[config.mk]
export PLATFORM = sky130hd
export DESIGN_NAME = utf8_stream_decoder
export DESIGN_NICKNAME = d
export VERILOG_FILES = /design/src/design/u8dec_pkg.sv /design/src/design/u8dec_step.sv /design/src/design/utf8_stream_decoder.sv
export SDC_FILE = /design/constraint.sdc
export NUM_CORES = 1
export LEC_CHECK = 0
export BUFFER_PORTS_ARGS = -buffer_cell sky130_fd_sc_hd__buf_2
export CELL_PAD_IN_SITES_DETAIL_PLACEMENT = 0
export CELL_PAD_IN_SITES_GLOBAL_PLACEMENT = 1
export CORE_AREA = 3 3 155 157
export DETAILED_ROUTE_END_ITERATION = 6
export DIE_AREA = 0 0 158 160
export GPL_TIMING_DRIVEN = 0
export PLACE_DENSITY_LB_ADDON = 0.25
export SKIP_LAST_GASP = 1
export SYNTH_ARGS = -nofsm -noshare
export SYNTH_HDL_FRONTEND = slang
export SYNTH_SLANG_ARGS = --single-unit
[constraint.sdc]
create_clock -name i_clk -period 6.1 [get_ports i_clk]
set_input_delay 0.61 -clock i_clk [delete_from_list [all_inputs] [get_ports i_clk]]
set_output_delay 0.61 -clock i_clk [all_outputs]
set_load 0.03 [all_outputs]
[src/design/u8dec_pkg.sv]
// ---------------------------------------------------------------------------
// u8dec_pkg: shared types and constants for the UTF-8 stream decoder
// Status codes, register indexes, decoder state and result beat structures.
// ---------------------------------------------------------------------------
package u8dec_pkg;

    localparam int          COUNT_BITS      = 16;
    localparam logic        ALLOW_FOUR_BYTE = 1'b1;
    localparam int          CMP_W           = (COUNT_BITS > 16) ? COUNT_BITS : 16;
    localparam logic [20:0] CP_MAX          = 21'h10FFFF;
    localparam logic [COUNT_BITS-1:0] COUNT_MAX = {COUNT_BITS{1'b1}};

    localparam logic        CFG_MAX_CHARS   = 1'b0;
    localparam logic        CFG_LIMIT_EN    = 1'b1;

    localparam logic [15:0] MAX_CHARS_RST   = 16'hFFFF;
    localparam logic        LIMIT_EN_RST    = 1'b1;

    typedef enum logic [1:0] {
        ST_CHAR  = 2'd0,
        ST_TERM  = 2'd1,
        ST_BAD   = 2'd2,
        ST_LIMIT = 2'd3
    } t_status;

    typedef struct packed {
        logic                  stopped;
        logic [1:0]            remaining;
        logic [20:0]           partial;
        logic [COUNT_BITS-1:0] count;
    } t_state;

    typedef struct packed {
        logic        valid;
        logic [20:0] code_point;
        t_status     status;
        logic [15:0] char_count;
    } t_result;

endpackage

[src/design/u8dec_step.sv]
// ---------------------------------------------------------------------------
// u8dec_step: per-byte decode step
// Takes the current decoder state and one byte, gives the next state and
// at most one result beat.
// ---------------------------------------------------------------------------
module u8dec_step (
    input  u8dec_pkg::t_state  i_state,
    input  logic [7:0]         i_data_byte,
    input  logic               i_string_start,
    input  logic [15:0]        i_max_chars,
    input  logic               i_limit_enable,
    output u8dec_pkg::t_state  o_state,
    output u8dec_pkg::t_result o_result
);
    import u8dec_pkg::*;

    t_state            s;
    t_state            n;
    logic [20:0]       fin_val;
    logic              fin_go;
    logic              limit_hit;
    logic [CMP_W-1:0]  cnt_ext;
    logic [CMP_W-1:0]  max_ext;

    always_comb begin
        s = i_state;
        if (i_string_start) begin
            s = '0;
        end
        cnt_ext   = CMP_W'(s.count);
        max_ext   = CMP_W'(i_max_chars);
        limit_hit = i_limit_enable && (cnt_ext >= max_ext);

        n        = s;
        o_result = '0;
        fin_go   = 1'b0;
        fin_val  = '0;

        if (s.stopped) begin
            n = s;
        end else if (s.remaining != 2'd0) begin
            if (i_data_byte[7:6] != 2'b10) begin
                n.remaining       = 2'd0;
                n.partial         = '0;
                n.stopped         = 1'b1;
                o_result.valid    = 1'b1;
                o_result.status   = ST_BAD;
            end else if (s.remaining == 2'd1) begin
                fin_go  = 1'b1;
                fin_val = {s.partial[14:0], i_data_byte[5:0]};
            end else begin
                n.partial   = {s.partial[14:0], i_data_byte[5:0]};
                n.remaining = s.remaining - 2'd1;
            end
        end else if (limit_hit) begin
            n.stopped       = 1'b1;
            o_result.valid  = 1'b1;
            o_result.status = ST_LIMIT;
        end else if (i_data_byte[7] == 1'b0) begin
            fin_go  = 1'b1;
            fin_val = {14'd0, i_data_byte[6:0]};
        end else if (i_data_byte[7:5] == 3'b110) begin
            n.partial   = {16'd0, i_data_byte[4:0]};
            n.remaining = 2'd1;
        end else if (i_data_byte[7:4] == 4'b1110) begin
            n.partial   = {17'd0, i_data_byte[3:0]};
            n.remaining = 2'd2;
        end else if (ALLOW_FOUR_BYTE && (i_data_byte[7:3] == 5'b11110)) begin
            n.partial   = {18'd0, i_data_byte[2:0]};
            n.remaining = 2'd3;
        end else begin
            n.remaining     = 2'd0;
            n.partial       = '0;
            n.stopped       = 1'b1;
            o_result.valid  = 1'b1;
            o_result.status = ST_BAD;
        end

        if (fin_go) begin
            n.remaining    = 2'd0;
            n.partial      = '0;
            o_result.valid = 1'b1;
            if (fin_val == 21'd0) begin
                n.stopped       = 1'b1;
                o_result.status = ST_TERM;
            end else if (fin_val > CP_MAX) begin
                n.stopped       = 1'b1;
                o_result.status = ST_BAD;
            end else begin
                if (s.count != COUNT_MAX) begin
                    n.count = s.count + COUNT_BITS'(1);
                end
                o_result.status     = ST_CHAR;
                o_result.code_point = fin_val;
            end
        end

        o_result.char_count = cnt_ext[15:0];
        if (fin_go) begin
            o_result.char_count = 16'(CMP_W'(n.count));
        end
        o_state = n;
    end

endmodule

[src/design/utf8_stream_decoder.sv]
// ---------------------------------------------------------------------------
// utf8_stream_decoder: byte-serial UTF-8 decoder with a character limit
// Takes one byte per beat and gives a result beat for each finished
// character, terminator, malformed sequence or limit stop.
// ---------------------------------------------------------------------------
// One byte is accepted in every cycle in which the input is not stalled: the
// decode of a byte is a single combinational step from the state registers,
// and its result is registered. Results go through a two-entry output buffer,
// so input stalls only when both entries hold results that the sink has not
// taken. A new string begins with a beat that has string_start set; after
// reset decoding is already armed. Configuration writes take effect from the
// next byte.
module utf8_stream_decoder (
    input  logic        i_clk,
    input  logic        i_rst_n,
    input  logic        i_valid,
    output logic        o_stall,
    input  logic [7:0]  i_data_byte,
    input  logic        i_string_start,
    output logic        o_valid,
    input  logic        i_stall,
    output logic [20:0] o_code_point,
    output logic [1:0]  o_status,
    output logic [15:0] o_char_count,
    input  logic        i_cfg_wr_en,
    input  logic        i_cfg_index,
    input  logic [15:0] i_cfg_wr_data
);
    import u8dec_pkg::*;

    logic [15:0] r_max_chars;
    logic        r_limit_en;
    t_state      r_state;
    t_state      n_state;
    t_result     step_res;
    t_result     r_out;
    t_result     r_skid;
    logic        accept;
    logic        out_free;

    u8dec_step u_step (
        .i_state        (r_state),
        .i_data_byte    (i_data_byte),
        .i_string_start (i_string_start),
        .i_max_chars    (r_max_chars),
        .i_limit_enable (r_limit_en),
        .o_state        (n_state),
        .o_result       (step_res)
    );

    assign o_stall  = r_skid.valid;
    assign accept   = i_valid && !o_stall;
    assign out_free = !r_out.valid || !i_stall;

    always_ff @(posedge i_clk) begin
        if (!i_rst_n) begin
            r_max_chars <= MAX_CHARS_RST;
            r_limit_en  <= LIMIT_EN_RST;
        end else if (i_cfg_wr_en) begin
            case (i_cfg_index)
                CFG_MAX_CHARS: r_max_chars <= i_cfg_wr_data;
                CFG_LIMIT_EN:  r_limit_en  <= i_cfg_wr_data[0];
                default:       r_limit_en  <= r_limit_en;
            endcase
        end
    end

    always_ff @(posedge i_clk) begin
        if (!i_rst_n) begin
            r_state <= '0;
        end else if (accept) begin
            r_state <= n_state;
        end
    end

    // two-entry result buffer: r_out faces the sink, r_skid catches overflow
    always_ff @(posedge i_clk) begin
        if (!i_rst_n) begin
            r_out.valid  <= 1'b0;
            r_skid.valid <= 1'b0;
        end else begin
            if (out_free) begin
                if (r_skid.valid) begin
                    r_out        <= r_skid;
                    r_skid.valid <= 1'b0;
                end else begin
                    r_out <= {accept && step_res.valid, step_res.code_point,
                              step_res.status, step_res.char_count};
                end
            end else if (accept && step_res.valid) begin
                r_skid <= step_res;
            end
        end
    end

    assign o_valid      = r_out.valid;
    assign o_code_point = r_out.code_point;
    assign o_status     = r_out.status;
    assign o_char_count = r_out.char_count;

    a_skid_needs_out: assert property (@(posedge i_clk) disable iff (!i_rst_n)
        r_skid.valid |-> r_out.valid)
        else $error("skid entry held while output register empty");

    a_nonchar_zero: assert property (@(posedge i_clk) disable iff (!i_rst_n)
        (o_valid && (o_status != ST_CHAR)) |-> (o_code_point == 21'd0))
        else $error("non-character status with non-zero code point");

    a_char_range: assert property (@(posedge i_clk) disable iff (!i_rst_n)
        (o_valid && (o_status == ST_CHAR)) |->
            ((o_code_point != 21'd0) && (o_code_point <= CP_MAX)))
        else $error("character result out of range");

    a_stop_clean: assert property (@(posedge i_clk) disable iff (!i_rst_n)
        r_state.stopped |-> (r_state.remaining == 2'd0))
        else $error("stopped with a partial character pending");

endmodule
==> Word-level counts from Yosys, hierarchy flattened <==
Index checks and enable logic that the tools add are counted.
Widths: inputs -> output; s select.
{ "op_classes": {"add_sub_neg": 2, "magnitude_cmp": 2, "eq_ne": 6, "mux": 52, "n_bitwise": 3, "n_reduce_logical": 14} }
{ "op_table": {"columns": ["operator", "count"], "rows": [
  ["$mux 21", 7],
  ["$mux 23", 6],
  ["$mux 40", 3],
  ["$mux 24", 4],
  ["$mux 16", 4],
  ["$gt 21x21->1 const B", 1],
  ["$logic_not 21->1", 1],
  ["$mux 2", 10],
  ["$mux 1", 17],
  ["$add 16x1->16 const B", 1],
  ["$ge 16x16->1", 1],
  ["$ne 16x16->1 const B", 1],
  ["$mux 7", 1],
  ["$reduce_and 2->1", 3],
  ["$eq 5x5->1 const B", 1],
  ["$eq 4x4->1 const B", 1],
  ["$eq 3x3->1 const B", 1],
  ["$logic_and 1x1->1", 3],
  ["$logic_not 1->1", 3],
  ["$not 1->1", 3],
  ["$reduce_and 3->1", 1],
  ["$eq 2x1->1 const B", 1],
  ["$ne 2x2->1 const B", 1],
  ["$reduce_bool 2->1", 1],
  ["other kinds (3)", 3]
]} }
{ "word_totals": {"ff_bits": 137, "inputBits": 31, "output_inout_bits": 41, "wordCells": 93} }

==> Logic depth before layout (Yosys ltp) <==
Gate-level depths: netlist (run 1).
{ "depth": {"word_depth": 13, "mapped_depth": 15, "depth_no_buf": 11} }

==> Cells and area by module <==
A second synthesis (run 1) with hierarchy kept.
{ "unflattened": {"hier_cells": 695, "hier_area_um2": 6959.2} }
{ "modules_own_cells": {"columns": ["mod", "instances", "cells_each", "area_each_um2", "seq_area_each_um2"], "rows": [
  ["utf8_stream_decoder", 1, 383, 4880.9, 3523.4],
  ["u8dec_step", 1, 312, 2078.2, 0.0]
]} }

==> Least setup slack after synthesis (run 1) <==
Ideal clock, no wire load.
{ "synth_timing": {"path_kind": "input -> register", "startpoint": "input port i_string_start", "endpoint": "register r_skid[0] (netlist name), enable pin", "setup_time_ns": 0.495, "arrival_time_ns": 5.923, "t_required_ns": 5.605, "slack_ns": -0.318, "cell_stages": 11, "path_buffers": 3, "path_cell_list": "buf_6 -> clkbuf_1 -> clkbuf_1 -> nor2b_1 -> ha_1 -> a211oi_1 -> nor2_1 -> a311o_1 -> a2111oi_0 -> o21ai_1 -> a211oi_1"} }
{ "synth_via": {"elab_chain_cells": 9, "elab_cells_between_ends": 16, "classes_between": "order compare: 1; eq/ne: 1; mux: 10; reduce/logical: 4"} }
{ "synth_lines": {"columns": ["element", "line", "text"], "rows": [
  ["start, declared", "utf8_stream_decoder.sv:19", "input logic i_string_start,"],
  ["$mux 40 *", "u8dec_step.sv:27", "if (i_string_start) begin"],
  ["$ge 16x16->1 / $eq 2x1->1 (equally long branches)", "u8dec_step.sv:32, u8dec_step.sv:48", null],
  ["$logic_and 1x1->1 / $mux 1 (equally long branches)", "u8dec_step.sv:32, u8dec_step.sv:48", null],
  ["$mux 1 (on tied branches)", "u8dec_step.sv:55, u8dec_step.sv:42", null],
  ["$mux 1", "u8dec_step.sv:41", "end else if (s.remaining != 2'd0) begin"],
  ["$mux 1", "u8dec_step.sv:39", "if (s.stopped) begin"],
  ["$mux 24 *", "u8dec_step.sv:79", "if (fin_go) begin"],
  ["$logic_and 1x1->1 *", "utf8_stream_decoder.sv:90", "end else if (accept && step_res.valid) begin"],
  ["$reduce_and 3->1 (no source line) *", null, null],
  ["end signal, assigned", "utf8_stream_decoder.sv:91", "r_skid <= step_res;"],
  ["end, declared", "utf8_stream_decoder.sv:37", "t_result r_skid;"]
]} }
Every way passes the cells marked *; elsewhere a longest branch is shown, timed or not.
A chain may end at the register's enable or synchronous reset.

==> Final worst setup path (run 1) <==
{ "layout_timing": {"startpoint": "input port i_string_start", "endpoint": "register r_out, in the netlist o_char_count[5] (data pin)"} }
{ "layout_via": {"elab_chain_cells": 12, "elab_cells_between_ends": 25, "classes_between": "add/sub: 1; order compare: 2; eq/ne: 2; mux: 17; reduce/logical: 3"} }
{ "layout_lines": {"columns": ["element", "line", "text"], "rows": [
  ["$mux 40 *", "u8dec_step.sv:27", null],
  ["$ge 16x16->1 / $eq 2x1->1 (equally long branches)", "u8dec_step.sv:32, u8dec_step.sv:48", null],
  ["$logic_and 1x1->1 / $mux 21 (equally long branches)", "u8dec_step.sv:32, u8dec_step.sv:48", null],
  ["$mux 21 (on tied branches)", "u8dec_step.sv:55, u8dec_step.sv:42", null],
  ["$mux 21", "u8dec_step.sv:41", null],
  ["$mux 21", "u8dec_step.sv:39", null],
  ["$gt 21x21->1", "u8dec_step.sv:86", "end else if (fin_val > CP_MAX) begin"],
  ["$mux 16", "u8dec_step.sv:86", null],
  ["$mux 16", "u8dec_step.sv:83", "if (fin_val == 21'd0) begin"],
  ["$mux 40", "u8dec_step.sv:79", null],
  ["$mux 16 *", "u8dec_step.sv:99", "if (fin_go) begin"],
  ["$mux 40 *", "utf8_stream_decoder.sv:83", "if (r_skid.valid) begin"],
  ["end signal, assigned", "utf8_stream_decoder.sv:84", "r_out <= r_skid;"],
  ["end signal, assigned", "utf8_stream_decoder.sv:87", "r_out <= {accept && step_res.valid, step_res.code_point,"],
  ["end, declared", "utf8_stream_decoder.sv:36", "t_result r_out;"]
]} }
Marks and branches as above.

==> out/results.ini, run 1 <==
[sta]
max_freq_mhz = 199
drv_slew = 0
slew_headroom_pct = 16.6
hold_viol_final = 0
rsz0062_at_grt = no
hold_slack_ps = 406
worst_slew_pin_slew_ps = 1240
period_share_pct = 82.2
period_needed_ps = 5010
setup_viol = 0
skew_ps = 9.41

[logic_synthesis]
synth_seq_cells = 131
syn_inst = 673
synthTopCellsByArea = edfxtp_1 34%, dfxtp_1 16%, nand2_1 4.3%, mux2_2 4.0%, ha_1 3.5%
yosysUniqueCellTypes = 72
ys.flop_type = edfxtp_1
synthArstFlopShare_pct = 0
synth_largest_area_cell = edfxtp_1
syn_area_sq_um = 6790
syn_nets = 723
ys_warn_count = 0
synth_edf_count = 78
yosysSeqAreaShare_pct = 50.1
synth.avg_cell_area_sq_um = 10.1
synth_top_area_share_pct = 34.5

[critical_path]
critPathMaxStageDelay_ps = 590
rrSetupSlack_ps = 1880
arrival_ps = 5280
startpoint_type = input pin
crit_chain = buf_6 -> clkbuf_1 -> clkbuf_1 -> nor2b_1 -> ha_1 -> nand4_1 -> nor3_1 -> o211a_1 -> a2111o_1 -> buf_4 -> a21o_1 -> buf_2 -> clkbuf_1 -> o21ai_0 -> a31oi_1
crit_type = input pin to flip-flop
timing.critical_path.mode_cell = clkbuf_1
r2r_start = r_state[13]
startpoint = i_string_start
cp-endpoint = o_char_count[5]
crit_required_ps = 6370
reg2regPathDepth = 12
slowest_stage = clkbuf_1
cp-end-kind = flip-flop
reg2reg_to = o_char_count[5]
path_max_fanout = 10

[cts]
cts_root_buf = clkbuf_16
clkTransAtPathRegs_ps = 60
htreeDepth = 4
cts_setup_buffers = 0
cts_sinks = 131
numCtsBuffers = 17
ctsResizeCount = 0
cts_tree = done
cts_max_path_buffers = 2
ctsHoldBuffers = 0
worstSkewPairLatency_ps = 430

[power]
p_leak_nw = 3.22
p_total_mw = 2.23
pwr_density_cell_nw_per_um2 = 273
ir_drop_mv = 0.148

[finish]
regArea_sq_um = 3400
multi_input_area_sq_um = 3130
nets = 815
instances_no_fill = 1063
diodes = 0
layout-drive-gt1-share_pct = 19.2
area_delta_synth_final_pct = 20.4
fillers = 2279

[global_routing]
antenna_found_initial = 0
grt_pass1_vias = 5570
grt_overflow_total = 0
grt.total_usage_pct = 17.1
grt_max_degree = 29
grt_pass1_wl_um = 33100

[routing]
ant_nets = 0
drt_iter0_markers = 575
routed_wl_um = 21600
firstDrtPassIters = 5
viasPerCell = 5.46
num_vias = 5809
drcViolationCount = 0
wire_per_inst_um = 20.3

[run]
drv_cap = 0

[die]
core_area_sq_um = 22600
start_util_pct = 30.0
die_w_um = 158
dieArea_sq_um = 25300
rows = 55
io-pin-count = 72
die_y_um = 160

[placement]
numPortBuffers = 70
dp_hpwl_um = 16000
place_congestion = 0.907
dp.cells = 1031

[run_status]
outcome = finished, final reports clean

[min_path]
hp-class = input pin to flip-flop

-- cell type report --
class	count	area share [%]
well taps	285	4.36
flip-flops and latches	131	41.6
multi-input cells	470	38.3
plain buffers	35	1.78
clock inverters	15	2.00
clock buffers	17	5.20
repair buffers	73	5.05
inverters	37	1.70
-- worst min-delay path by stage --
stage / end / from / depth (start not counted)
floorplan: r_state[7] / r_state[7] / 2
global placement: r_state[7] / r_state[7] / 2
detailed placement: r_state[7] / r_state[7] / 2
CTS: r_max_chars[10] / i_cfg_wr_data[10] / 3
global route: r_max_chars[9] / i_cfg_wr_data[9] / 3
finish: r_max_chars[10] / i_cfg_wr_data[10] / 3
-- power breakdown --
group	leakage (nW)	internal, mW	switching (mW)
clock network	0.280	0.580	0.447
registers	1.19	0.966	0.0121
logic	1.75	0.0644	0.164
-- cells in the final DEF (no fill, tap or decap), types with 8 or more instances in the layout --
cell	count
a211oi_1	8
a21oi_1	14
a31oi_1	21
and2_1	18
buf_2	72
clkbuf_1	28
clkbuf_16	17
dfxtp_1	53
edfxtp_1	78
ha_1	19
inv_1	36
mux2_2	24
nand2_1	77
nand3_1	18
nand4_1	13
nor2_1	46
nor2b_1	21
nor3_1	14
o211ai_1	19
o21ai_0	23
o31ai_1	9
or4_1	8
-- routing by layer --
metal | GRT usage (%) | up-vias | wire length [um]
met2 | 24.6 | 245 | 9320
met3 | 4.07 | 16 | 1490
li1 | - | 2725 | -
met5 | 0 | - | 0
met1 | 25.4 | 2823 | 10500
met4 | 4.85 | 0 | 285
-- synthesized netlist by cell type (all sizes together), types with 16 or more instances --
cell,number
nand3,18
and2,18
o21ai,24
nand2,77
a21oi,16
nor2,46
edfxtp,78
dfxtp,53
clkbuf,28
inv,37
mux2,24
a31oi,21
o211ai,19
nor2b,22
ha,19
-- registers in the layout, indices dropped and copies added (netlist names) --
name,cells
o_code_point,21
r_max_chars,16
o_char_count,16
o_stall,1
r_skid,39
o_status,2
r_state,34
o_valid,1
r_limit_en,1
-- worst max-delay path, delay by kind of cell --
kind,cells,cell delay [ps]
buffers and inverters,6,2160
AOI/OAI and AO/OA,5,1170
and+or+nand+nor,3,930
adders and majority gates,1,400
-- per-stage QoR --
| stage | setup TNS (ps) | utilization (%) | cell area, sq um | worst slack (ps) |
|---|---|---|---|---|
| detailed placement | 0 | 33.5 | 7590 | 685 |
| finish | 0 | 36.1 | 8180 | 1090 |
| floorplan | 0 | - | 6800 | 944 |
| global route | 0 | 36.1 | 8180 | 800 |
| global placement | -36890 | 33.1 | 7500 | -949 |
| CTS | 0 | 36.1 | 8180 | 1100 |
-- cell families (layout without fill, tap and decap cells) --
kind of cell,count (synthesis),after routing,synth area share [%]
compound gates,161,161,17.5
xor+xnor,8,8,1.03
fa+ha+maj,19,19,3.50
buf+inv,72,177,4.18
flops,131,131,50.1
mux,30,30,4.86
simple gates,252,252,18.8
(Power assumes the default switching activity.)
==> inputs of run 2 (changes only) <==
- clock period: 6.1 -> 5.2 ns (I/O delays scaled with it)
==> run 2 against run 1 <==
  * First-iteration DRC count shrank 18%
  * Largest power group unchanged
  * Count of clock-buffer cells in the layout is the same
  * Wire length shrank 0.48%
==> out/results.ini, run 2 (same netlist as run 1, synthesis figures left out) <==
[critical_path]
crit_chain = buf_6 -> clkbuf_1 -> clkbuf_1 -> nor2b_1 -> ha_1 -> a211oi_1 -> nor2_1 -> a311o_1 -> a2111o_1 -> buf_4 -> a21oi_2 -> buf_2 -> nand3_1 -> o31ai_1  ; was buf_6 -> clkbuf_1 -> clkbuf_1 -> nor2b_1 -> ha_1 -> nand4_1 -> nor3_1 -> o211a_1 -> a2111o_1 -> buf_4 -> a21o_1 -> buf_2 -> clkbuf_1 -> o21ai_0 -> a31oi_1
timing.critical_path.mode_cell = clkbuf_1  ; unchanged
path_max_fanout = 10  ; unchanged
crit_type = input pin to flip-flop  ; unchanged
startpoint_type = input pin  ; unchanged
crit_required_ps = 5410  ; was 6370 ps
critPathMaxStageDelay_ps = 550  ; was 590 ps
cp-end-kind = flip-flop  ; unchanged
arrival_ps = 4890  ; was 5280 ps
slowest_stage = clkbuf_1  ; unchanged

[sta]
period_needed_ps = 4680
drv_slew = 0  ; unchanged
worst_slew_pin_slew_ps = 1260  ; was 1240 ps
setup_viol = 0  ; unchanged
slew_headroom_pct = 15.5  ; was 16.6%
hold_viol_final = 0  ; unchanged
fin_setup_tns_ps = 0  ; unchanged
skew_ps = 9.69  ; was 9.41 ps
rsz0062_at_grt = no  ; unchanged
max_freq_mhz = 214
hold_slack_ps = 317  ; was 406 ps
period_share_pct = 90.0

[routing]
num_vias = 5801  ; was 5809
viasPerCell = 5.46  ; about the same
drcViolationCount = 0  ; unchanged
firstDrtPassIters = 5  ; unchanged
routed_wl_um = 21400  ; was 21600 um
ant_nets = 0  ; unchanged
drt_iter0_markers = 472  ; was 575
wire_per_inst_um = 20.2  ; was 20.3 um

[power]
p_sw_share_pct = 27.9  ; about the same
ir_drop_mv = 0.173  ; was 0.148 mV
p_int_mw = 1.89  ; was 1.61 mW
p_total_mw = 2.62  ; was 2.23 mW
pwr_density_cell_nw_per_um2 = 321  ; was 273 nW/um^2
p_switching_mw = 0.731  ; was 0.624 mW
p_comb_share_pct = 10.2  ; about the same
seqPwrFrac_pct = 43.8  ; about the same
p_clk_share_pct = 46.0  ; about the same
p_leak_nw = 3.22  ; about the same

[finish]
top_regs = r_skid x39, r_state x34, o_code_point x21  ; unchanged
largest-register = r_skid  ; unchanged
largest_register_ffs = 39  ; unchanged
nets = 814  ; was 815
layout_common_cells = 78 x edfxtp_1, 77 x nand2_1, 72 x buf_2  ; unchanged
diodes = 0  ; unchanged
area_delta_synth_final_pct = 20.3  ; was 20.4%
fin_area_sq_um = 8170  ; was 8180 sq um
layout-drive-gt1-share_pct = 19.2  ; about the same
final_common_cell = edfxtp_1  ; unchanged

[global_routing]
antenna_found_initial = 0  ; unchanged
grt_max_degree = 29  ; unchanged
grt_pass1_wl_um = 33100  ; unchanged
grt.total_usage_pct = 17.1  ; unchanged
grt_overflow_total = 0  ; unchanged
grt_pass1_vias = 5570  ; unchanged

[placement]
dp_hpwl_um = 16000  ; unchanged
place_congestion = 0.907  ; unchanged
placed_cell_area_sq_um = 7590  ; unchanged
numPortBuffers = 70  ; unchanged

[cts]
cts_root_buf = clkbuf_16  ; unchanged
numCtsBuffers = 17  ; unchanged
cts_max_path_buffers = 2  ; unchanged
clkTransAtPathRegs_ps = 60  ; about the same
htreeDepth = 4  ; unchanged
cts_tree = done  ; unchanged
worstSkewPairLatency_ps = 420  ; was 430 ps
cts_sinks = 131  ; unchanged

[die]
die_y_um = 160  ; unchanged
io-pin-count = 72  ; unchanged
die_w_um = 158  ; unchanged
dieArea_sq_um = 25300  ; unchanged
rows = 55  ; unchanged
core_area_sq_um = 22600  ; unchanged
start_util_pct = 30.0  ; unchanged

[min_path]
hp-class = input pin to flip-flop  ; unchanged

[run_status]
outcome = finished, final reports clean  ; unchanged

[run]
drv_cap = 0  ; unchanged

-- run 2: area by class of cell --
type | count | area [sq um]
inverter | 37 | 139
sequential | 131 | 3400
tap | 285 | 357
multi-input combinational | 470 | 3130
fill | 2278 | 14500
buffer | 34 | 141
clock inverter | 15 | 164
clock buffer | 17 | 425
timing repair buffer | 73 | 413
-- run 2: worst paths after layout --
kind	startpoint	end	slack (ps)	cells past startpoint
max reg2reg	r_state[13]	o_code_point[8]	1130	11
min	i_cfg_wr_data[10]	r_max_chars[10]	320	3
max	i_string_start	o_code_point[8]	520	14
min reg2reg	r_state[7]	r_state[7]	470	2
-- run 2: worst max-delay path, delay by kind of cell --
family          cells  cell delay (ps)
compound gates      5             1870
buf+inv             5             1640
simple gates        3              510
fa+ha+maj           1              330
-- run 2: per-layer routing --
layer  track usage, %  share of wire [%]  wire (um)
met1             25.4                 49      10500
met2             24.6                 43       9180
met3             4.07                6.5       1400
met4             4.85                1.5        324
met5                0                  0          0
-- run 2: power by group through the flow --
stage | combinational [mW] | sequential [mW] | clock, mW
finish | 0.266 | 1.15 | 1.21
global route | 0.289 | 1.15 | 1.28
CTS | 0.268 | 1.15 | 1.23
detailed placement | 0.267 | 1.17 | 0
global placement | 0.258 | 1.17 | 0
floorplan | 0.122 | 1.21 | 0
-- run 2: what timing repair did --
| action | in CTS | in global routing |
|---|---|---|
| buffers inserted | 0 | 0 |
| resized for setup | 0 | 0 |
| hold buffers | 0 | 0 |
| endpoints found under the setup margin | 0 | 1 |
-- run 2: per-stage QoR --
stage | utilization [%] | setup WS (ps) | cells
after global routing | 36.1 | 160 | 1062
final | 36.1 | 523 | 1062
after CTS | 36.1 | 295 | 1063
after detailed placement | 33.5 | -125 | 1031
after global placement | 33.1 | -1760 | 1028
after floorplan | - | 134 | 673
==> inputs of run 3 (changes only) <==
- clock period: 5.2 -> 4.93 ns (I/O delays scaled with it)
==> run 3 against run 2 <==
  * Highest routed layer unchanged
  * Die area unchanged
  * Clock skew grew 6.3 ps
  * Count of clock-buffer cells in the layout stayed put
  * Clock power hardly changed
==> out/results.ini, run 3 (same netlist as run 1, synthesis figures left out) <==
[critical_path]
arrival_ps = 4710  ; was 4890 ps
reg2reg_to = r_skid[33]  ; was o_code_point[8]
cp-end-kind = flip-flop  ; unchanged
r2r_start = r_state[13]  ; unchanged
rrSetupSlack_ps = 910  ; was 1130 ps
reg2regPathDepth = 9  ; was 11
crit_type = input pin to flip-flop  ; unchanged
path_max_fanout = 19  ; was 10
crit_required_ps = 5050  ; was 5410 ps
startpoint_type = input pin  ; unchanged

[power]
pwr_density_cell_nw_per_um2 = 333  ; was 321 nW/um^2
ir_drop_mv = 0.161  ; was 0.173 mV
p_leak_nw = 3.21  ; was 3.22 nW

[min_path]
min_to = r_max_chars[13]  ; was r_max_chars[10]
min_from = i_cfg_wr_data[13]  ; was i_cfg_wr_data[10]
hold_depth = 3  ; unchanged
hp-class = input pin to flip-flop  ; unchanged

[finish]
diodes = 0  ; unchanged
final_common_cell = edfxtp_1  ; unchanged
layout-drive-gt1-share_pct = 19.3  ; was 19.2%
largest-register = r_skid  ; unchanged
fin_area_sq_um = 8140  ; was 8170 sq um
area_delta_synth_final_pct = 19.9  ; was 20.3%
layout_common_cells = 78 x edfxtp_1, 77 x nand2_1, 72 x buf_2  ; unchanged
nets = 815  ; was 814
largest_register_ffs = 39  ; unchanged
top_regs = r_skid x39, r_state x34, o_code_point x21  ; unchanged
fillers = 2277  ; was 2278

[cts]
worstSkewPairLatency_ps = 430  ; was 420 ps
cts_tree = done  ; unchanged
cts_sinks = 131  ; unchanged
cts_max_path_buffers = 2  ; unchanged
clkTransAtPathRegs_ps = 60  ; about the same
cts_root_buf = clkbuf_16  ; unchanged
htreeDepth = 4  ; unchanged
numCtsBuffers = 17  ; unchanged

[sta]
slew_headroom_pct = 8.86  ; was 15.5%
setup_viol = 0  ; unchanged
period_share_pct = 93.1
rsz0062_at_grt = no  ; unchanged
drv_slew = 0  ; unchanged
skew_ps = 16.0  ; was 9.69 ps
worst_slew_pin_slew_ps = 1360  ; was 1260 ps
fin_setup_tns_ps = 0  ; unchanged
max_freq_mhz = 218
hold_viol_final = 0  ; unchanged
period_needed_ps = 4590

[routing]
routed_wl_um = 21700  ; was 21400 um
drcViolationCount = 0  ; unchanged
ant_nets = 0  ; unchanged
wire_per_inst_um = 20.4  ; was 20.2 um
num_vias = 5788  ; was 5801
viasPerCell = 5.44  ; was 5.46
firstDrtPassIters = 5  ; unchanged
drt_iter0_markers = 514  ; was 472

[global_routing]
grt_pass1_wl_um = 33400  ; was 33100 um
grt.total_usage_pct = 17.3  ; was 17.1%
grt_max_degree = 29  ; unchanged
grt_overflow_total = 0  ; unchanged
antenna_found_initial = 0  ; unchanged
grt_pass1_vias = 5534  ; was 5570

[placement]
numPortBuffers = 70  ; unchanged
place_congestion = 0.924  ; was 0.907
dp_hpwl_um = 16100  ; was 16000 um
placed_cell_area_sq_um = 7570  ; was 7590 sq um

[run]
drv_cap = 0  ; unchanged

[die]
io-pin-count = 72  ; unchanged
die_y_um = 160  ; unchanged
core_area_sq_um = 22600  ; unchanged
die_w_um = 158  ; unchanged
rows = 55  ; unchanged
dieArea_sq_um = 25300  ; unchanged
start_util_pct = 30.0  ; unchanged

[run_status]
outcome = finished, final reports clean  ; unchanged

-- run 3: cell count changes in the layout (fill, tap and decap cells not counted), sizes merged --
cell and delta:
clkinvlp +2, buf +1, bufinv -1, inv -1
-- run 3: stage by stage --
step	util (%)	hold WS [ps]	instances	worst slack, ps	total power, mW
global route	36.0	282	1063	102	2.81
global placement	33.2	448	1028	-1110	1.51
floorplan	-	441	673	413	1.41
CTS	35.9	271	1063	163	2.74
finish	36.0	292	1063	339	2.71
detailed placement	33.5	462	1031	-262	1.52
-- run 3: final cells by class --
type                    count  area (sq um)  share of cell area (%)
plain buffers              34           141                    1.74
clock buffers              17           425                    5.22
clock inverters            15           140                    1.72
inverters                  37           139                    1.71
multi-input cells         470          3130                    38.4
flip-flops and latches    131          3400                    41.8
well taps                 285           357                    4.38
repair buffers             74           408                    5.01
-- run 3: critical path, stage by stage --
cell and delay (ps):
buf_6 140, clkbuf_1 410, clkbuf_1 540, nor2b_1 200, ha_1 340, a211oi_1 230, nor2_1 80, a311o_1 390
a2111oi_0 710, o21ai_1 470, a211oi_4 460, buf_8 240
-- run 3: worst max path at each step --
stage	startpoint	end	slack, ps	cells after the start
after CTS	i_string_start	r_skid[33]	160	12
final	i_string_start	r_skid[33]	340	12
after detailed placement	i_string_start	r_skid[33]	-260	12
after global placement	i_string_start	r_skid[5]	-1110	11
after global routing	i_string_start	r_skid[33]	100	12
after floorplan	i_string_start	r_skid[0]	410	11
-- run 3: repair_timing --
item                                    in CTS  in global routing
endpoints found under the setup margin       0                 38
resized for setup                            0                  0
hold buffers                                 0                  0
setup buffers                                0                  1
-- run 3: report_power, final --
group / internal, mW / switching, mW
Sequential: 1.20 / 0.0152
Clock: 0.665 / 0.556
Combinational: 0.0790 / 0.202
-- run 3: routing by layer --
metal / track usage, % / wire [um]
met1: 26.0 / 10600
met2: 24.9 / 9370
met3: 3.96 / 1440
met4: 4.93 / 272
met5: 0 / 0
